==> src/rtl/core/psbd_pkg.sv <==
// Shared types and constants for the prefix subtree bitmap decoder.
// Holds the request and result item structs and the control/status bundles.
// No dependencies.
`timescale 1ns / 1ps

package psbd_pkg;

  // Default node count of the heap-indexed subtree bitmap
  localparam int TREE_NODES_DEF = 31;

  localparam int WordW = 32;
  localparam int LenW  = 6;

  // One request item
  typedef struct packed {
    logic [WordW-1:0] subtree_identifier;
    logic [WordW-1:0] subtree_bitmap;
    logic [WordW-1:0] origin_asn;
  } req_item_t;

  // One result item
  typedef struct packed {
    logic [WordW-1:0] prefix_value;
    logic [LenW-1:0]  min_length;
    logic [LenW-1:0]  max_length;
    logic [WordW-1:0] result_asn;
    logic             last_flag;
  } res_item_t;

  // Controller to datapath commands
  typedef struct packed {
    logic load;   // capture request item
    logic setup;  // find level and base prefix, arm scan
    logic step;   // examine one node
  } psbd_cmd_t;

  // Datapath to controller status
  typedef struct packed {
    logic empty;       // zero identifier or no node in range
    logic rest_empty;  // no node left above the current one
  } psbd_stat_t;

endpackage

==> src/rtl/core/psbd_ctrl.sv <==
// Controller for the prefix subtree bitmap decoder: idle, setup and scan states.
// Depends on psbd_pkg for the command and status bundles.
`timescale 1ns / 1ps

module psbd_ctrl import psbd_pkg::*; (
  input  logic       clk,
  input  logic       rst,
  input  logic       start,
  input  psbd_stat_t stat,
  output psbd_cmd_t  cmd,
  output logic       busy
);

  typedef enum logic [1:0] {
    ST_IDLE,
    ST_SETUP,
    ST_SCAN
  } state_t;

  state_t state;

  // Commands follow the state; load on accept
  always_comb begin
    cmd.load  = start && !busy;
    cmd.setup = (state == ST_SETUP);
    cmd.step  = (state == ST_SCAN);
  end

  // State and registered busy
  always_ff @(posedge clk) begin
    if (rst) begin
      state <= ST_IDLE;
      busy  <= 1'b0;
    end else begin
      case (state)
        ST_IDLE: begin
          if (start) begin
            state <= ST_SETUP;
            busy  <= 1'b1;
          end
        end
        ST_SETUP: begin
          if (stat.empty) begin
            state <= ST_IDLE;
            busy  <= 1'b0;
          end else begin
            state <= ST_SCAN;
          end
        end
        ST_SCAN: begin
          if (stat.rest_empty) begin
            state <= ST_IDLE;
            busy  <= 1'b0;
          end
        end
        default: begin
          state <= ST_IDLE;
          busy  <= 1'b0;
        end
      endcase
    end
  end

endmodule

==> src/rtl/core/psbd_datapath.sv <==
// Datapath for the prefix subtree bitmap decoder: item registers, node scan,
// subtree height, subtree clearing and the result register. Uses psbd_pkg.
`timescale 1ns / 1ps

module psbd_datapath import psbd_pkg::*; #(
  parameter int TREE_NODES = TREE_NODES_DEF
) (
  input  logic       clk,
  input  logic       rst,
  input  psbd_cmd_t  cmd,
  input  req_item_t  request,
  output psbd_stat_t stat,
  output logic       result_valid,
  output res_item_t  result
);

  // Nodes 1 to TREE_NODES are in range
  localparam logic [WordW-1:0] NodeMask =
    WordW'(((64'd1 << (TREE_NODES + 1)) - 64'd1)) & ~WordW'(1);

  // floor(log2 n) for a node index
  function automatic logic [2:0] node_depth(input logic [4:0] n);
    logic [2:0] d;
    d = 3'd0;
    for (int b = 1; b < 5; b++) begin
      if (n[b]) d = 3'(b);
    end
    return d;
  endfunction

  // Item registers and scan state
  logic [WordW-1:0] ident;
  logic [WordW-1:0] remaining_nodes;
  logic [WordW-1:0] asn;
  logic [WordW-1:0] pfx;
  logic [4:0]       level;
  logic [4:0]       scan_position;

  // Setup: leading marker and left-aligned base prefix
  logic [4:0]       level_next;
  logic [5:0]       base_sh;
  logic [WordW-1:0] pfx_next;

  always_comb begin
    level_next = 5'd0;
    for (int b = 0; b < WordW; b++) begin
      if (ident[b]) level_next = 5'(b);
    end
    base_sh  = 6'd32 - {1'b0, level_next};
    pfx_next = (ident & ~(WordW'(1) << level_next)) << base_sh;
  end

  // Complete subtree height per node, bottom up
  logic [2:0] hgt [0:31];

  always_comb begin
    for (int k = 0; k < 32; k++) hgt[k] = 3'd0;
    for (int k = 15; k >= 1; k--) begin
      if (remaining_nodes[2*k] && remaining_nodes[2*k+1]) begin
        if (hgt[2*k] < hgt[2*k+1]) hgt[k] = hgt[2*k] + 3'd1;
        else                       hgt[k] = hgt[2*k+1] + 3'd1;
      end
    end
  end

  // Current node: lengths, prefix and clearing mask
  logic             hit;
  logic [2:0]       depth;
  logic [2:0]       h;
  logic [3:0]       tail;
  logic [5:0]       len;
  logic [5:0]       tail_sh;
  logic [63:0]      tail_wide;
  logic [WordW-1:0] prefix;
  logic [WordW-1:0] clr;
  logic [WordW-1:0] map_next;
  logic [2:0]       dm;
  logic [2:0]       dr;

  always_comb begin
    hit       = remaining_nodes[scan_position];
    depth     = node_depth(scan_position);
    h         = hgt[scan_position];
    tail      = scan_position[3:0] & 4'((5'd1 << depth) - 5'd1);
    len       = {1'b0, level} + {3'b0, depth};
    tail_sh   = 6'd32 - len;
    tail_wide = {60'd0, tail} << tail_sh;
    if (len <= 6'd32) prefix = pfx | tail_wide[31:0];
    else              prefix = pfx | {28'd0, tail >> 2'(len - 6'd32)};

    // Node m is cleared when it sits at most h levels below the current node
    clr = '0;
    for (int m = 1; m < 32; m++) begin
      dm = node_depth(5'(m));
      dr = dm - depth;
      if (dm >= depth && dr <= h && (5'(m) >> dr) == scan_position) clr[m] = 1'b1;
    end
    map_next = hit ? (remaining_nodes & ~clr) : remaining_nodes;
  end

  always_comb begin
    stat.empty      = (ident == '0) || (remaining_nodes == '0);
    stat.rest_empty = (map_next & (32'hFFFF_FFFE << scan_position)) == '0;
  end

  // Item capture and scan progress
  always_ff @(posedge clk) begin
    if (rst) begin
      remaining_nodes <= '0;
      scan_position   <= '0;
    end else if (cmd.load) begin
      ident           <= request.subtree_identifier;
      remaining_nodes <= request.subtree_bitmap & NodeMask;
      asn             <= request.origin_asn;
    end else if (cmd.setup) begin
      level         <= level_next;
      pfx           <= pfx_next;
      scan_position <= stat.empty ? 5'd0 : 5'd1;
      if (ident == '0) remaining_nodes <= '0;
    end else if (cmd.step) begin
      remaining_nodes <= map_next;
      scan_position   <= stat.rest_empty ? 5'd0 : scan_position + 5'd1;
    end
  end

  // Result register, one strobe per emitted node
  always_ff @(posedge clk) begin
    if (rst) begin
      result_valid <= 1'b0;
    end else begin
      result_valid <= cmd.step && hit;
    end
    if (cmd.step && hit) begin
      result.prefix_value <= prefix;
      result.min_length   <= len;
      result.max_length   <= len + {3'b0, h};
      result.result_asn   <= asn;
      result.last_flag    <= stat.rest_empty;
    end
  end

endmodule

==> src/rtl/core/prefix_subtree_bitmap_decoder_top.sv <==
// Top level of the prefix subtree bitmap decoder: controller plus datapath.
// Depends on psbd_pkg, psbd_ctrl and psbd_datapath.
//
//   channel   signals                      handshake
//   request   start, busy, request         taken when start & !busy
//   result    result_valid, result         one-cycle strobe, never stalled
//
// An item passes through a setup state, then a scan that examines the nodes
// in turn from node 1 up to the last node still set after clearing, using
// the single node examiner in the datapath. A zero identifier or an empty
// bitmap finishes in the setup state with no result. Synchronous reset
// returns to idle with no strobe. The receiver takes each result in the
// cycle it is shown; busy stays high until the scan is done.
`timescale 1ns / 1ps

module prefix_subtree_bitmap_decoder_top import psbd_pkg::*; #(
  parameter int TREE_NODES = TREE_NODES_DEF
) (
  input  logic      clk,
  input  logic      rst,
  input  logic      start,
  output logic      busy,
  input  req_item_t request,
  output logic      result_valid,
  output res_item_t result
);

  psbd_cmd_t  cmd;
  psbd_stat_t stat;

  // Sequencer
  psbd_ctrl u_ctrl (
    .clk   (clk),
    .rst   (rst),
    .start (start),
    .stat  (stat),
    .cmd   (cmd),
    .busy  (busy)
  );

  // Scan datapath
  psbd_datapath #(
    .TREE_NODES (TREE_NODES)
  ) u_dp (
    .clk          (clk),
    .rst          (rst),
    .cmd          (cmd),
    .request      (request),
    .stat         (stat),
    .result_valid (result_valid),
    .result       (result)
  );

endmodule

==> config.mk <==
export PLATFORM = sky130hd
export DESIGN_NAME = prefix_subtree_bitmap_decoder_top
export DESIGN_NICKNAME = d
export VERILOG_FILES = /design/src/rtl/core/psbd_pkg.sv /design/src/rtl/core/psbd_ctrl.sv /design/src/rtl/core/psbd_datapath.sv /design/src/rtl/core/prefix_subtree_bitmap_decoder_top.sv
export SDC_FILE = /design/constraint.sdc
export NUM_CORES = 1
export LEC_CHECK = 0
export ABC_AREA = 0
export BUFFER_PORTS_ARGS = -buffer_cell sky130_fd_sc_hd__buf_4
export CAP_MARGIN = 20
export CORE_MARGIN = 1.5
export CORE_UTILIZATION = 35
export DETAILED_ROUTE_END_ITERATION = 10
export GPL_TIMING_DRIVEN = 0
export PLACE_DENSITY_LB_ADDON = 0.3
export SYNTH_ARGS = -nofsm -noshare
export SYNTH_HDL_FRONTEND = slang
export SYNTH_SLANG_ARGS = --single-unit
==> constraint.sdc <==
create_clock -name clk -period 6.35 [get_ports clk]
set_input_delay 0.3175 -clock clk [delete_from_list [all_inputs] [get_ports clk]]
set_output_delay 0.3175 -clock clk [all_outputs]
set_load 0.02 [all_outputs]
==> flow_metrics.env <==
export IMPL_p_int_uw=2950
export IMPL_cts_root_buf="clkbuf_16"
export IMPL_grt_pass1_vias=12609
export IMPL_p_leak_uw=0.00690
export IMPL_initial_core_util_pct=35.5
export IMPL_layout_cells_non_filler=2245
export IMPL_post_route_min_period_ps=6770
export IMPL_place_hpwl_um=36600
export IMPL_maxCapViolCount=0
export IMPL_crit_required_ps=6800
export IMPL_powerDensity_nw_per_um2=254
export IMPL_routedWlPerCell_um=21.8
export IMPL_clock_power_share_pct=29.3
export IMPL_reg2reg_depth=29
export IMPL_antenna_found_initial=0
export IMPL_final_setup_viol_count=9
export IMPL_row_count=72
export IMPL_use_met1_pct=28.9
export IMPL_drive_gt1_share_pct=21.8
export IMPL_min_path_cells=3
export IMPL_cts_made_buffers=25
export IMPL_fp_dieArea_um2=40400
export IMPL_dieWidth_um=201
export IMPL_cp_depth=29
export IMPL_grt_max_degree=69
export IMPL_h_tree_depth=1
export IMPL_critPathKind="flop to flop"
export IMPL_dieHeight_um=201
export IMPL_grt_pass1_wl_um=74300
export IMPL_outcome="finished with violations"
export IMPL_drt_pass1_iterations=5
export IMPL_final_cell_mix="buf_4 (209), edfxtp_1 (178), nor2_1 (141)"
export IMPL_reg2reg_to="u_ctrl.state[0]$_SDFFE_PP0P_"
export IMPL_cts_tree="done"
export IMPL_power_uw=4560
export IMPL_cp_slowest_cell="or4b_1"
export IMPL_pre_cts_slack_ps=-1340
export IMPL_min_to="u_dp.remaining_nodes[9]$_SDFFE_PP0P_"
export IMPL_use_met3_pct=3.30
export IMPL_vias=12627
export IMPL_cts_sinks=218
export IMPL_gr_total_overflow=0
export IMPL_hold_violations=0
export IMPL_met2_usage_pct=41.9
export IMPL_tightest_slew_ps=1070
export IMPL_critPathLaunchType="flop"
export IMPL_top_usage_layer="met2"
export IMPL_avgSynthCellArea_um2=9.87
export IMPL_ant_nets=0
export IMPL_gp_congestion=0.992
export IMPL_slew_headroom_pct=28.5
export IMPL_syn_area_um2=13700
export IMPL_synth_ff_type="edfxtp_1"
export IMPL_hold_class="input port to flop"
export IMPL_insertedDiodeCount=0
export IMPL_fin_ws_ps=-415
export IMPL_pwr_share_comb_pct=31.9
export IMPL_portBuffers=175
export IMPL_grt_usage_pct=23.7
export IMPL_post_drt_via_cell_ratio=5.62
export IMPL_ios=178
export IMPL_nNetsFinal=1862
export IMPL_dp_cells=2091
export IMPL_syn_inst=1391
export IMPL_clkLatencyLatePin_ps=570
export IMPL_ir_drop_mv=0.222
export IMPL_synth_seq_cells=218
export IMPL_drc=0
export IMPL_cp_end_kind="flop"
export IMPL_violations="negative setup slack"
export IMPL_seqPwrFrac_pct=38.9
export IMPL_drtIter0Drc=891
export IMPL_yosys_cell_types_count=84
export IMPL_async_flop_share_pct=0
export IMPL_critical_path_buf_inv_count=2
export IMPL_syn_to_final_growth_pct=30.5
export IMPL_r2r_setup_slack_ps=-420
export IMPL_fillers=3643
export IMPL_max_freq_mhz=148
export IMPL_layout_commonest_cell="buf_4"
export IMPL_path_delay_family="simple AND/OR/NAND/NOR gates"
export IMPL_finish_utilization_pct=46.3
export IMPL_critPathMaxFanout=6
export IMPL_netSwitchingFraction_pct=35.3
export IMPL_slew_viol_final=0
export IMPL_cp_arrival_ps=7210
export IMPL_cts_buffer_depth=3
export IMPL_cts_reportedPaths_clkPinSlew_ps=60
export IMPL_synth_edff_count=178
export IMPL_period_share_pct=107
export IMPL_rr_startpoint="u_dp.remaining_nodes[31]$_SDFFE_PP0P_"
export IMPL_syn_nets=1544
export IMPL_ys_seq_area_share_pct=44.8
export IMPL_hp_start="request[41]"
export IMPL_yosysWarnings=0
export IMPL_crit_top_cell="ha_4"
export IMPL_slowest_delay_ps=480
export IMPL_drt_total_wl_um=49000
export IMPL_rsz0062_at_grt="yes"
export IMPL_finClkSkew_ps=32.8
export IMPL_coreArea_um2=38600
export IMPL_p_sw_uw=1610
==> final cells by class <==
cell class	count	area, um^2	share of cell area, %
sequential	218	6180	34.5
tap	518	648	3.62
buffer	75	334	1.87
clock inverter	16	108	0.601
timing repair buffer	292	2430	13.6
clock buffer	29	641	3.58
multi-input combinational	1027	7310	40.8
inverter	70	263	1.47
==> repair_timing <==
action,CTS,global route
endpoints found under the hold margin,81,0
hold buffers,81,0
setup endpoints to repair,9,9
resized for setup,63,15
pin swaps,23,14
buffers inserted,24,5
==> layer usage <==
metal	wire length [um]	share of wire, %
met5	0	0
met4	2210	4.5
met3	2920	6.0
met2	24200	49
met1	19600	40
==> worst max-delay path by stage <==
stage	startpoint	slack, ps	end
4_1_cts	u_dp.remaining_nodes[31]$_SDFFE_PP0P_	-260	u_ctrl.state[0]$_SDFFE_PP0P_
3_3_place_gp	u_dp.remaining_nodes[22]$_SDFFE_PP0P_	-1700	u_ctrl.state[0]$_SDFFE_PP0P_
5_1_grt	u_dp.remaining_nodes[28]$_SDFFE_PP0P_	-620	u_ctrl.state[0]$_SDFFE_PP0P_
6_report	u_dp.remaining_nodes[31]$_SDFFE_PP0P_	-420	u_ctrl.state[0]$_SDFFE_PP0P_
3_5_place_dp	u_dp.remaining_nodes[28]$_SDFFE_PP0P_	-1340	u_ctrl.state[0]$_SDFFE_PP0P_
2_1_floorplan	u_dp.remaining_nodes[22]$_SDFFE_PP0P_	130	u_ctrl.state[0]$_SDFFE_PP0P_
==> per-stage QoR <==
step	hold WS (ps)	cell area [um^2]	setup TNS (ps)
global placement	400	15700	-16150
floorplan	400	13700	0
finish	11.4	17900	-3050
global route	18.4	17900	-4750
CTS	0.219	17800	-1360
detailed placement	405	15800	-10740
==> flip-flops by register name, indices dropped and copies added, names as in the netlist, 2 cells and up <==
name	count
u_dp.scan_position	5
u_ctrl.state	2
u_dp.remaining_nodes	31
u_dp.result	77
u_dp.level	5
u_dp.pfx	32
u_dp.asn	32
u_dp.ident	32
==> worst register-to-register path, delay by kind of cell (launching register included) <==
family / cells / cell delay (ps)
simple gates: 11 / 2580
mux: 1 / 190
flops: 1 / 350
buf+inv: 2 / 290
fa+ha+maj: 4 / 1110
compound gates: 11 / 2120
==> power by group through the flow <==
stage,Combinational [uW],Sequential [uW],Clock (uW)
2_1_floorplan,868,1770,0
3_3_place_gp,1300,1810,0
5_1_grt,1560,1780,1420
3_5_place_dp,1320,1800,0
6_report,1450,1770,1330
4_1_cts,1410,1770,1370
==> synth_stat cells (all sizes together) (20+ instances only) <==
master  instances  share of area [%]
a21o           25                1.4
a21oi          67                2.5
a22oi          27                1.6
buf            31                1.2
clkbuf         45                1.2
dfxtp          40                5.8
edfxtp        178                 39
ha             52                4.7
inv            68                1.9
mux2i          67                4.9
nand2         107                2.9
nand3          31                1.1
nor2          146                4.0
nor2b          20               0.91
nor3           28                1.1
o21ai         101                3.7
xnor2          31                2.0
==> logic make-up after synthesis <==
family	share of synthesized area, %
AOI/OAI and AO/OA	19.2
xor gates and xnor gates	2.68
adders and majority gates	5.03
buffers and inverters	4.37
DFF	44.8
muxes	8.25
and+or+nand+nor	15.7
No activity file was read; power rests on OpenSTA's default activity.
